<file path="config.mk">
export PLATFORM = sky130hd
export DESIGN_NAME = button_debounce_short_long_press
export DESIGN_NICKNAME = d
export VERILOG_FILES = /design/src/sv/bdsl_pkg.sv /design/src/sv/bdsl_core.sv /design/src/sv/button_debounce_short_long_press.sv
export SDC_FILE = /design/constraint.sdc
export NUM_CORES = 1
export LEC_CHECK = 0
export BUFFER_PORTS_ARGS = -buffer_cell sky130_fd_sc_hd__buf_2
export CAP_MARGIN = 10
export CORE_AREA = 5 5 168 138
export CTS_CLUSTER_SIZE = 14
export DETAILED_ROUTE_END_ITERATION = 8
export DIE_AREA = 0 0 173 143
export GPL_TIMING_DRIVEN = 0
export PLACE_DENSITY = 0.66
export SLEW_MARGIN = 20
export SYNTH_ARGS = -nofsm -noshare
export SYNTH_HDL_FRONTEND = slang
export SYNTH_SLANG_ARGS = --single-unit
</file>
<file path="constraint.sdc">
create_clock -name clk -period 8.9 [get_ports clk]
set_clock_uncertainty 0.1 [all_clocks]
set_input_delay 0.89 -clock clk [delete_from_list [all_inputs] [get_ports clk]]
set_output_delay 0.89 -clock clk [all_outputs]
set_load 0.1 [all_outputs]
</file>
<file path="src/sv/bdsl_pkg.sv">
// ---------------------------------------------------------------------------
// Button debounce package
// Types and constants shared by the debounce core and its wrapper.
// ---------------------------------------------------------------------------
`default_nettype none

package bdsl_pkg;

  localparam int NOW_W     = 32;
  localparam int CFG_W     = 16;
  localparam int IN_DATA_W = 40;
  localparam int OUT_DATA_W = 8;

  localparam logic [CFG_W-1:0] DEBOUNCE_RST = 16'd40;
  localparam logic [CFG_W-1:0] LONG_RST     = 16'd800;

  typedef enum logic [1:0] {
    CFG_DEBOUNCE = 2'd0,
    CFG_LONG     = 2'd1,
    CFG_ACTIVE   = 2'd2
  } cfg_idx_t;

  typedef enum logic [1:0] {
    EV_NONE  = 2'd0,
    EV_SHORT = 2'd1,
    EV_LONG  = 2'd2
  } ev_t;

  typedef struct packed {
    logic [CFG_W-1:0] debounce_time;
    logic [CFG_W-1:0] long_press_time;
    logic             active_level;
  } bdsl_cfg_t;

endpackage

`default_nettype wire

</file>
<file path="src/sv/bdsl_core.sv">
// ---------------------------------------------------------------------------
// Button debounce core
// Debounce state and press classification, one sample per step strobe.
// ---------------------------------------------------------------------------
`default_nettype none

module bdsl_core
  import bdsl_pkg::*;
#(
  parameter int TIME_BITS = 32
) (
  input  wire logic             clk,
  input  wire logic             rst_n,
  input  wire logic             step,
  input  wire bdsl_cfg_t        cfg,
  input  wire logic             raw_level,
  input  wire logic [NOW_W-1:0] now_ms,
  output ev_t                   press_event
);

  logic [TIME_BITS-1:0] now_w;
  logic [TIME_BITS-1:0] change_time_r, change_time_nxt;
  logic [TIME_BITS-1:0] press_time_r, press_time_nxt;
  logic [TIME_BITS-1:0] since_change, since_press;
  logic                 stable_level_r, stable_level_nxt;
  logic                 last_raw_r, last_raw_nxt;
  logic                 long_rep_r, long_rep_nxt;
  logic                 short_hit;

  assign now_w = TIME_BITS'(now_ms);

  always_comb begin
    last_raw_nxt     = raw_level;
    change_time_nxt  = (raw_level != last_raw_r) ? now_w : change_time_r;
    since_change     = now_w - change_time_nxt;
    stable_level_nxt = stable_level_r;
    press_time_nxt   = press_time_r;
    long_rep_nxt     = long_rep_r;
    short_hit        = 1'b0;
    press_event      = EV_NONE;
    since_press      = '0;
    if (since_change >= TIME_BITS'(cfg.debounce_time)) begin
      stable_level_nxt = raw_level;
      if (raw_level != stable_level_r) begin
        if (raw_level == cfg.active_level) begin
          press_time_nxt = now_w;
          long_rep_nxt   = 1'b0;
        end else if (!long_rep_r && (press_time_r != '0)) begin
          press_time_nxt = '0;
          short_hit      = 1'b1;
          press_event    = EV_SHORT;
        end
      end
      since_press = now_w - press_time_nxt;
      if (!short_hit && (stable_level_nxt == cfg.active_level) && !long_rep_nxt &&
          (since_press >= TIME_BITS'(cfg.long_press_time))) begin
        long_rep_nxt = 1'b1;
        press_event  = EV_LONG;
      end
    end
  end

  always_ff @(posedge clk) begin
    if (!rst_n) begin
      stable_level_r <= 1'b1;
      last_raw_r     <= 1'b1;
      change_time_r  <= '0;
      press_time_r   <= '0;
      long_rep_r     <= 1'b0;
    end else if (step) begin
      stable_level_r <= stable_level_nxt;
      last_raw_r     <= last_raw_nxt;
      change_time_r  <= change_time_nxt;
      press_time_r   <= press_time_nxt;
      long_rep_r     <= long_rep_nxt;
    end
  end

endmodule

`default_nettype wire

</file>
<file path="src/sv/button_debounce_short_long_press.sv">
// ---------------------------------------------------------------------------
// Button debounce with short and long press detection
// Debounces timestamped pin samples and reports short and long presses.
// ---------------------------------------------------------------------------
// channel   direction  payload
// in_       slave      raw_level, now_ms
// out_      master     press_event
// cfg_      write      debounce_time, long_press_time, active_level
//
// A request goes through the input and output registers to its result; one per cycle
// while the output is not stalled. The core's per-step state update sets the rate.
// Reset (synchronous) empties both registers and restores the defaults.
// A stalled output holds its result; the input register still takes one more.
// ---------------------------------------------------------------------------
`default_nettype none

module button_debounce_short_long_press
  import bdsl_pkg::*;
#(
  parameter int TIME_BITS = 32
) (
  input  wire logic                  clk,
  input  wire logic                  rst_n,
  input  wire logic                  in_tvalid,
  output logic                       in_tready,
  input  wire logic [IN_DATA_W-1:0]  in_tdata,   // raw_level, now_ms[31:0], zero pad
  output logic                       out_tvalid,
  input  wire logic                  out_tready,
  output logic [OUT_DATA_W-1:0]      out_tdata,  // press_event[1:0], zero pad
  input  wire logic                  cfg_we,
  input  wire logic [1:0]            cfg_addr,
  input  wire logic [CFG_W-1:0]      cfg_wdata
);

  bdsl_cfg_t        cfg_r;
  logic             in_v_r;
  logic             raw_r;
  logic [NOW_W-1:0] now_r;
  logic             out_v_r;
  ev_t              ev_r;
  ev_t              ev_nxt;
  logic             adv;

  assign adv        = in_v_r && (!out_v_r || out_tready);
  assign in_tready  = !in_v_r || adv;
  assign out_tvalid = out_v_r;
  assign out_tdata  = {{(OUT_DATA_W-2){1'b0}}, ev_r};

  always_ff @(posedge clk) begin
    if (!rst_n) begin
      cfg_r.debounce_time   <= DEBOUNCE_RST;
      cfg_r.long_press_time <= LONG_RST;
      cfg_r.active_level    <= 1'b0;
    end else if (cfg_we) begin
      case (cfg_idx_t'(cfg_addr))
        CFG_DEBOUNCE: cfg_r.debounce_time   <= cfg_wdata;
        CFG_LONG:     cfg_r.long_press_time <= cfg_wdata;
        CFG_ACTIVE:   cfg_r.active_level    <= cfg_wdata[0];
        default:      ;
      endcase
    end
  end

  always_ff @(posedge clk) begin
    if (!rst_n) begin
      in_v_r <= 1'b0;
    end else if (in_tready) begin
      in_v_r <= in_tvalid;
    end
  end

  always_ff @(posedge clk) begin
    if (in_tvalid && in_tready) begin
      raw_r <= in_tdata[0];
      now_r <= in_tdata[NOW_W:1];
    end
  end

  bdsl_core #(
    .TIME_BITS (TIME_BITS)
  ) u_core (
    .clk         (clk),
    .rst_n       (rst_n),
    .step        (adv),
    .cfg         (cfg_r),
    .raw_level   (raw_r),
    .now_ms      (now_r),
    .press_event (ev_nxt)
  );

  always_ff @(posedge clk) begin
    if (!rst_n) begin
      out_v_r <= 1'b0;
    end else if (adv) begin
      out_v_r <= 1'b1;
    end else if (out_tready) begin
      out_v_r <= 1'b0;
    end
  end

  always_ff @(posedge clk) begin
    if (adv) begin
      ev_r <= ev_nxt;
    end
  end

endmodule

`default_nettype wire

</file>
# Word-level counts from Yosys, hierarchy flattened
# Index checks and enable logic that the tools add are counted.
dict set report op_classes {
  n_mux 19
  n_lt_le_gt_ge 2
  n_bitwise 2
  reduce_logical 21
  eq_ne 5
  n_addsub 2
}
# cell count
set ops {}
lappend ops {{32-bit 2-to-1 mux} 5}
lappend ops {{32-bit by 16-bit >= comparator with 1-bit output} 2}
lappend ops {{32-bit subtractor} 2}
lappend ops {{32-bit nonzero test} 1}
lappend ops {{1-bit 2-to-1 mux} 11}
lappend ops {{2-bit AND reduction} 4}
lappend ops {{1-bit logical AND} 6}
lappend ops {{2-bit 2-to-1 mux} 3}
lappend ops {{1-bit logical NOT} 5}
lappend ops {{4-bit OR reduction} 1}
lappend ops {{2-bit by 1-bit == test with 1-bit output, second input constant} 1}
lappend ops {{2-bit == test, second input constant} 1}
lappend ops {{2-bit logical NOT} 1}
lappend ops {{1-bit logical OR} 2}
lappend ops {{1-bit inequality test} 2}
lappend ops {{1-bit inverter} 2}
lappend ops {{2-bit nonzero test} 1}
lappend ops {{1-bit == test} 1}
dict set report totals {
  word_cells 65
  input_bits 63
  out_inout_bits 10
  reg_bits 137
}

# Longest topological paths before layout
dict set report depth {
  depth_word 11
  ltp_mapped 29
}

# Modules after synthesis
# Synthesis repeated with hierarchy kept, for this count alone.
dict set report hier_totals {
  hier_cells 1274
  area_unflattened_um2 10598.9
}
# mod seq_area_each_um2 instances cells_each area_per_inst_um2
set by_module_without_submodules {}
lappend by_module_without_submodules {bdsl_core 1341.3 1 1092 8121.5}
lappend by_module_without_submodules {button_debounce_short_long_press 1751.7 1 182 2477.4}

# Worst setup path after synthesis
# OpenSTA, ideal clock, no wires.
dict set report synth_path {
  path_type {register to register}
  start {register raw_r}
  end {register u_core.long_rep_r}
  arrival_ns 6.362
  setup_time_ns 0.117
  path_stages_with_launch 28
  setup_slack_ns 2.321
  period_less_slack_ns 6.579
  path_cell_list {edfxtp_1 > clkbuf_1 > xor2_1 > clkbuf_1 > clkbuf_1 > mux2i_1 > ha_1 > a21o_1 > a21oi_1 > o21ai_0 > or2_2 > nor2_1 > o21ai_0 > a21o_1 > a21oi_1 > xnor2_1 > ha_1 > a222oi_1 > o311ai_0 > a2111o_1 > or4_1 > nor3_1 > and4_1 > and4b_1 > buf_6 > buf_6 > nor3_1 > a32o_1}
}
dict set report synth_via {
  elab_chain_cells 9
}
# element line
set synth_rtl {}
lappend synth_rtl {{start: declaration} button_debounce_short_long_press.sv:37} ;# logic raw_r;
lappend synth_rtl {{start signal: assignment} button_debounce_short_long_press.sv:74} ;# raw_r <= in_tdata[0];
lappend synth_rtl {{branches (longest 9 deep; another with 32-bit subtractor)} n/a}
lappend synth_rtl {{end signal: assignment} bdsl_core.sv:75} ;# long_rep_r <= long_rep_nxt;
lappend synth_rtl {{end: declaration} bdsl_core.sv:27} ;# logic long_rep_r, long_rep_nxt;
# Several ways; the timed one is not identified. The select of a mux whose other input is x is not followed.
# A chain may end at the register's enable or synchronous reset.

# Worst setup path in the final report
dict set report layout_path {
  start {register raw_r}
  end {register u_core.press_time_r[21]}
}
dict set report layout_via {
  elab_chain_cells 5
}
# element line
set layout_rtl {}
lappend layout_rtl {{1-bit inequality test} bdsl_core.sv:34} ;# change_time_nxt = (raw_level != last_raw_r) ? now_w : change_time_r;
lappend layout_rtl {{32-bit 2-to-1 mux} bdsl_core.sv:34}
lappend layout_rtl {{32-bit subtractor} bdsl_core.sv:35} ;# since_change = now_w - change_time_nxt;
lappend layout_rtl {{32-bit by 16-bit >= comparator with 1-bit output} bdsl_core.sv:42} ;# if (since_change >= TIME_BITS'(cfg.debounce_time)) begin
lappend layout_rtl {{2-bit AND reduction (no source line)} n/a}
lappend layout_rtl {{end signal: assignment} bdsl_core.sv:74} ;# press_time_r <= press_time_nxt;
lappend layout_rtl {{end: declaration} bdsl_core.sv:23} ;# logic [TIME_BITS-1:0] press_time_r, press_time_nxt;
# Several ways; a longest one is shown, not always the timed one. The select of a mux whose other input is x is not followed.

==> flow_summary.yaml <==
routing:
  drc: 0
  drt_first_pass_iters: 5
  ant_nets: 0
  routed-wl-met2_um: 12840
  highest_layer: "met4"
  dr_total_vias: 9875
  wl_met3_um: 1985
  via_per_inst: 5.910
  routed_wl_um: 30190
  wl_per_cell_um: 18.07
  drt-met1-wl_um: 14750
  first_iter_violations: 940
clock_network:
  cts_buffer_depth: 2
  cts_buffers: 17
  clk-insertion-delay-late_ps: 430
  clock-root-buffer: "clkbuf_16"
  cts_setup_buffers: 0
  path_clk_slew_ps: 60
  h-tree-depth: 4
  ctsResizeCount: 0
  cts_hold_buffers: 0
  cts_tree: "built"
  cts.sinks: 137
outcome:
  outcome: "complete, no violations"
floorplanning:
  pin_count: 73
  dieArea_um2: 24740
  core.rowCount: 48
  placeableCoreArea_um2: 21260
  die_w_um: 173
  initial_core_util: 0.4915
  die_h_um: 143
setup_path:
  cpPeakStageDelay_ps: 710
  critPathCaptureType: "flip-flop"
  critPathSlowestCell: "xor2_1"
  cp-start-kind: "flip-flop"
  cp_top_family: "compound AO/OA/AOI/OAI gates"
  crit_path_max_fanout: 10
  worst-setup-path-type: "reg2reg"
  critPathRequiredTime_ps: 9150
  cp.arrival_ps: 8330
  cp_num_buf_inv: 5
layout:
  multiInputGateArea_um2: 6815
  drive_above_1_share: 0.1074
  area_growth_syn_to_layout_pct: 11.94
  insertedDiodeCount: 0
  fin_nets: 1544
  fill_cells: 1993
  seqCellArea_um2: 3093
power_and_ir_drop:
  net-switching-power_uw: 768.5
  p_leak_uw: 0.004578
  pwr-share-seq: 0.331
  p_clk_frac: 0.322
  internal_power_uw: 1342
  swShare: 0.3642
  power_frac_comb: 0.347
  peakVddDrop_mv: 0.1345
  power_density_nw_per_um2: 180.4
global_route:
  grt_start_max_net_pins: 31
  gr-total-overflow: 0
  grt_pass1_vias: 9037
  antenna_found_initial: 0
  grt_usage: 0.2402
  grt_pass1_wl_um: 48110
synthesis:
  synth_largest_area_cell: "dfxtp_1"
  synth-simple-area-share: 0.2080
  synth-seq-cells: 137
  syn-cell-area_um2: 10450
  synthCells: 1300
  yosys.cell_count.top_type: "nand2_1"
  synth_top_family_by_area: "compound AO/OA/AOI/OAI gates"
  async_reset_ff_frac: 0
  synthMuxAreaShare: 0.06826
  synth_cell_types: 74
  yosysWarnings: 0
  synth_xor_area_frac: 0.03269
  synth_compound_area_frac: 0.2222
  avgSynthCellArea_um2: 8.038
  ys_seq_area_frac: 0.2960
  synth.area.top_cells: "dfxtp_1 20%, ha_1 11%, edfxtp_1 10%"
  yosys-top-cells-count: "173 x nand2_1, 170 x a21oi_1, 102 x dfxtp_1, 96 x ha_1, 79 x o21ai_0"
  synth_top_area_frac: 0.1954
  synth_ff_type: "dfxtp_1"
  synth_edf_count: 35
  synthAdderAreaFrac: 0.1188
timing:
  period_needed_ps: 8072
  rsz0062_at_grt: "no"
  setup_viol: 0
  min_period_over_period: 0.9070
  tightest_slew_ps: 902.5
  setup_slack_ps: 827.8
  setup_tns_ps: 0
  slew_viol_final: 0
  hold-worst-slack_ps: 353.7
  slew_headroom: 0.3971
  hold_viol: 0
  fmax_mhz: 123.9
min_path:
  hp-class: "reg2reg"
placement:
  routabilityCongestion: 0.9288
  numPortBuffers: 58
  dp_slack_ps: 940.3
  dp_hpwl_um: 23960
flow_run:
  cap_violations: 0
## placed cells by master, fill, tap and decap left out, types with 21 or more instances in the layout
master | Yosys | layout
nor2_1 | 54 | 54
ha_1 | 96 | 96
buf_2 | 3 | 61
dfxtp_1 | 102 | 102
clkbuf_1 | 61 | 61
mux2i_1 | 69 | 69
nand4_1 | 25 | 25
xnor2_1 | 21 | 21
o21ai_0 | 79 | 79
or2_2 | 31 | 31
a21o_1 | 23 | 23
nand3_1 | 25 | 25
inv_1 | 50 | 50
edfxtp_1 | 35 | 35
nand2_1 | 173 | 173
a21oi_1 | 170 | 170
or3_1 | 37 | 37
## through the flow
step | util | instance area (um2) | total power [uW] | cells
after floorplan | - | 10470 | 1248 | 1305
after global placement | 0.5222 | 11100 | 1420 | 1638
after detailed placement | 0.5232 | 11120 | 1431 | 1639
after CTS | 0.5501 | 11700 | 2113 | 1671
after global routing | 0.5501 | 11700 | 2238 | 1671
final | 0.5501 | 11700 | 2110 | 1671
## sequential cells by signal, indices dropped and copies added, names as in the netlist
| signal | cells |
|---|---|
| u_core.stable_level_r | 1 |
| raw_r | 1 |
| ev_r | 2 |
| u_core.press_time_r | 32 |
| cfg_r | 33 |
| in_v_r | 1 |
| u_core.last_raw_r | 1 |
| u_core.long_rep_r | 1 |
| u_core.change_time_r | 32 |
| now_r | 32 |
| out_tvalid | 1 |
## worst register-to-register path, stage by stage (launching register included)
cell	delay, ps
edfxtp_1	320
clkbuf_1	280
xor2_1	710
clkbuf_1	610
clkbuf_1	670
mux2i_1	340
ha_1	350
a21o_1	190
a21oi_1	170
o21ai_0	230
or2_2	380
nor2_1	160
o21ai_0	170
a21o_1	210
a21oi_1	160
xnor2_1	140
ha_1	290
a222oi_1	210
o311ai_0	190
a2111o_1	360
or4_1	400
nor3_1	160
and4_1	230
and4b_1	310
buf_6	180
clkbuf_2	230
o21ai_0	110
a21oi_1	160
## cell type report
class	instances	area share
Inverter	51	0.01637
Timing Repair Buffer	59	0.02653
Tap cell	275	0.02942
Multi-Input combinational cell	1034	0.5827
Buffer	83	0.03156
Clock buffer	18	0.03851
Clock inverter	14	0.01048
Sequential cell	137	0.2644
## cells by family (layout without fill, tap and decap cells)
family,count (synthesis),count (layout)
AND/OR/NAND/NOR,437,437
buffers and inverters,134,225
AO/OA/AOI/OAI,383,383
multiplexers,71,71
XOR/XNOR,39,39
flip-flops,137,137
adder cells (fa/ha/maj),98,98
other,1,6
## metal layers
metal / global-route usage / up-vias
li1: - / 4891
met1: 0.3569 / 4619
met2: 0.3650 / 322
met3: 0.03150 / 43
met4: 0.07263 / 0
met5: 0 / -
## power by group through the flow
stage | Combinational, uW | Clock [uW] | Sequential (uW)
finish | 732 | 679 | 699
CTS | 725 | 690 | 698
detailed placement | 719 | 0 | 711
global route | 820 | 716 | 702
global placement | 709 | 0 | 711
floorplan | 545 | 0 | 703
## worst paths after layout
| kind | from | to | slack, ps | cells after the start |
|---|---|---|---|---|
| worst min register to register | u_core.change_time_r[7] | u_core.change_time_r[7] | 350 | 2 |
| worst max-delay path | raw_r | u_core.press_time_r[21] | 830 | 27 |
| worst min-delay path | u_core.change_time_r[7] | u_core.change_time_r[7] | 350 | 2 |
| worst max register to register | raw_r | u_core.press_time_r[21] | 830 | 27 |
(Power assumes the default switching activity.)
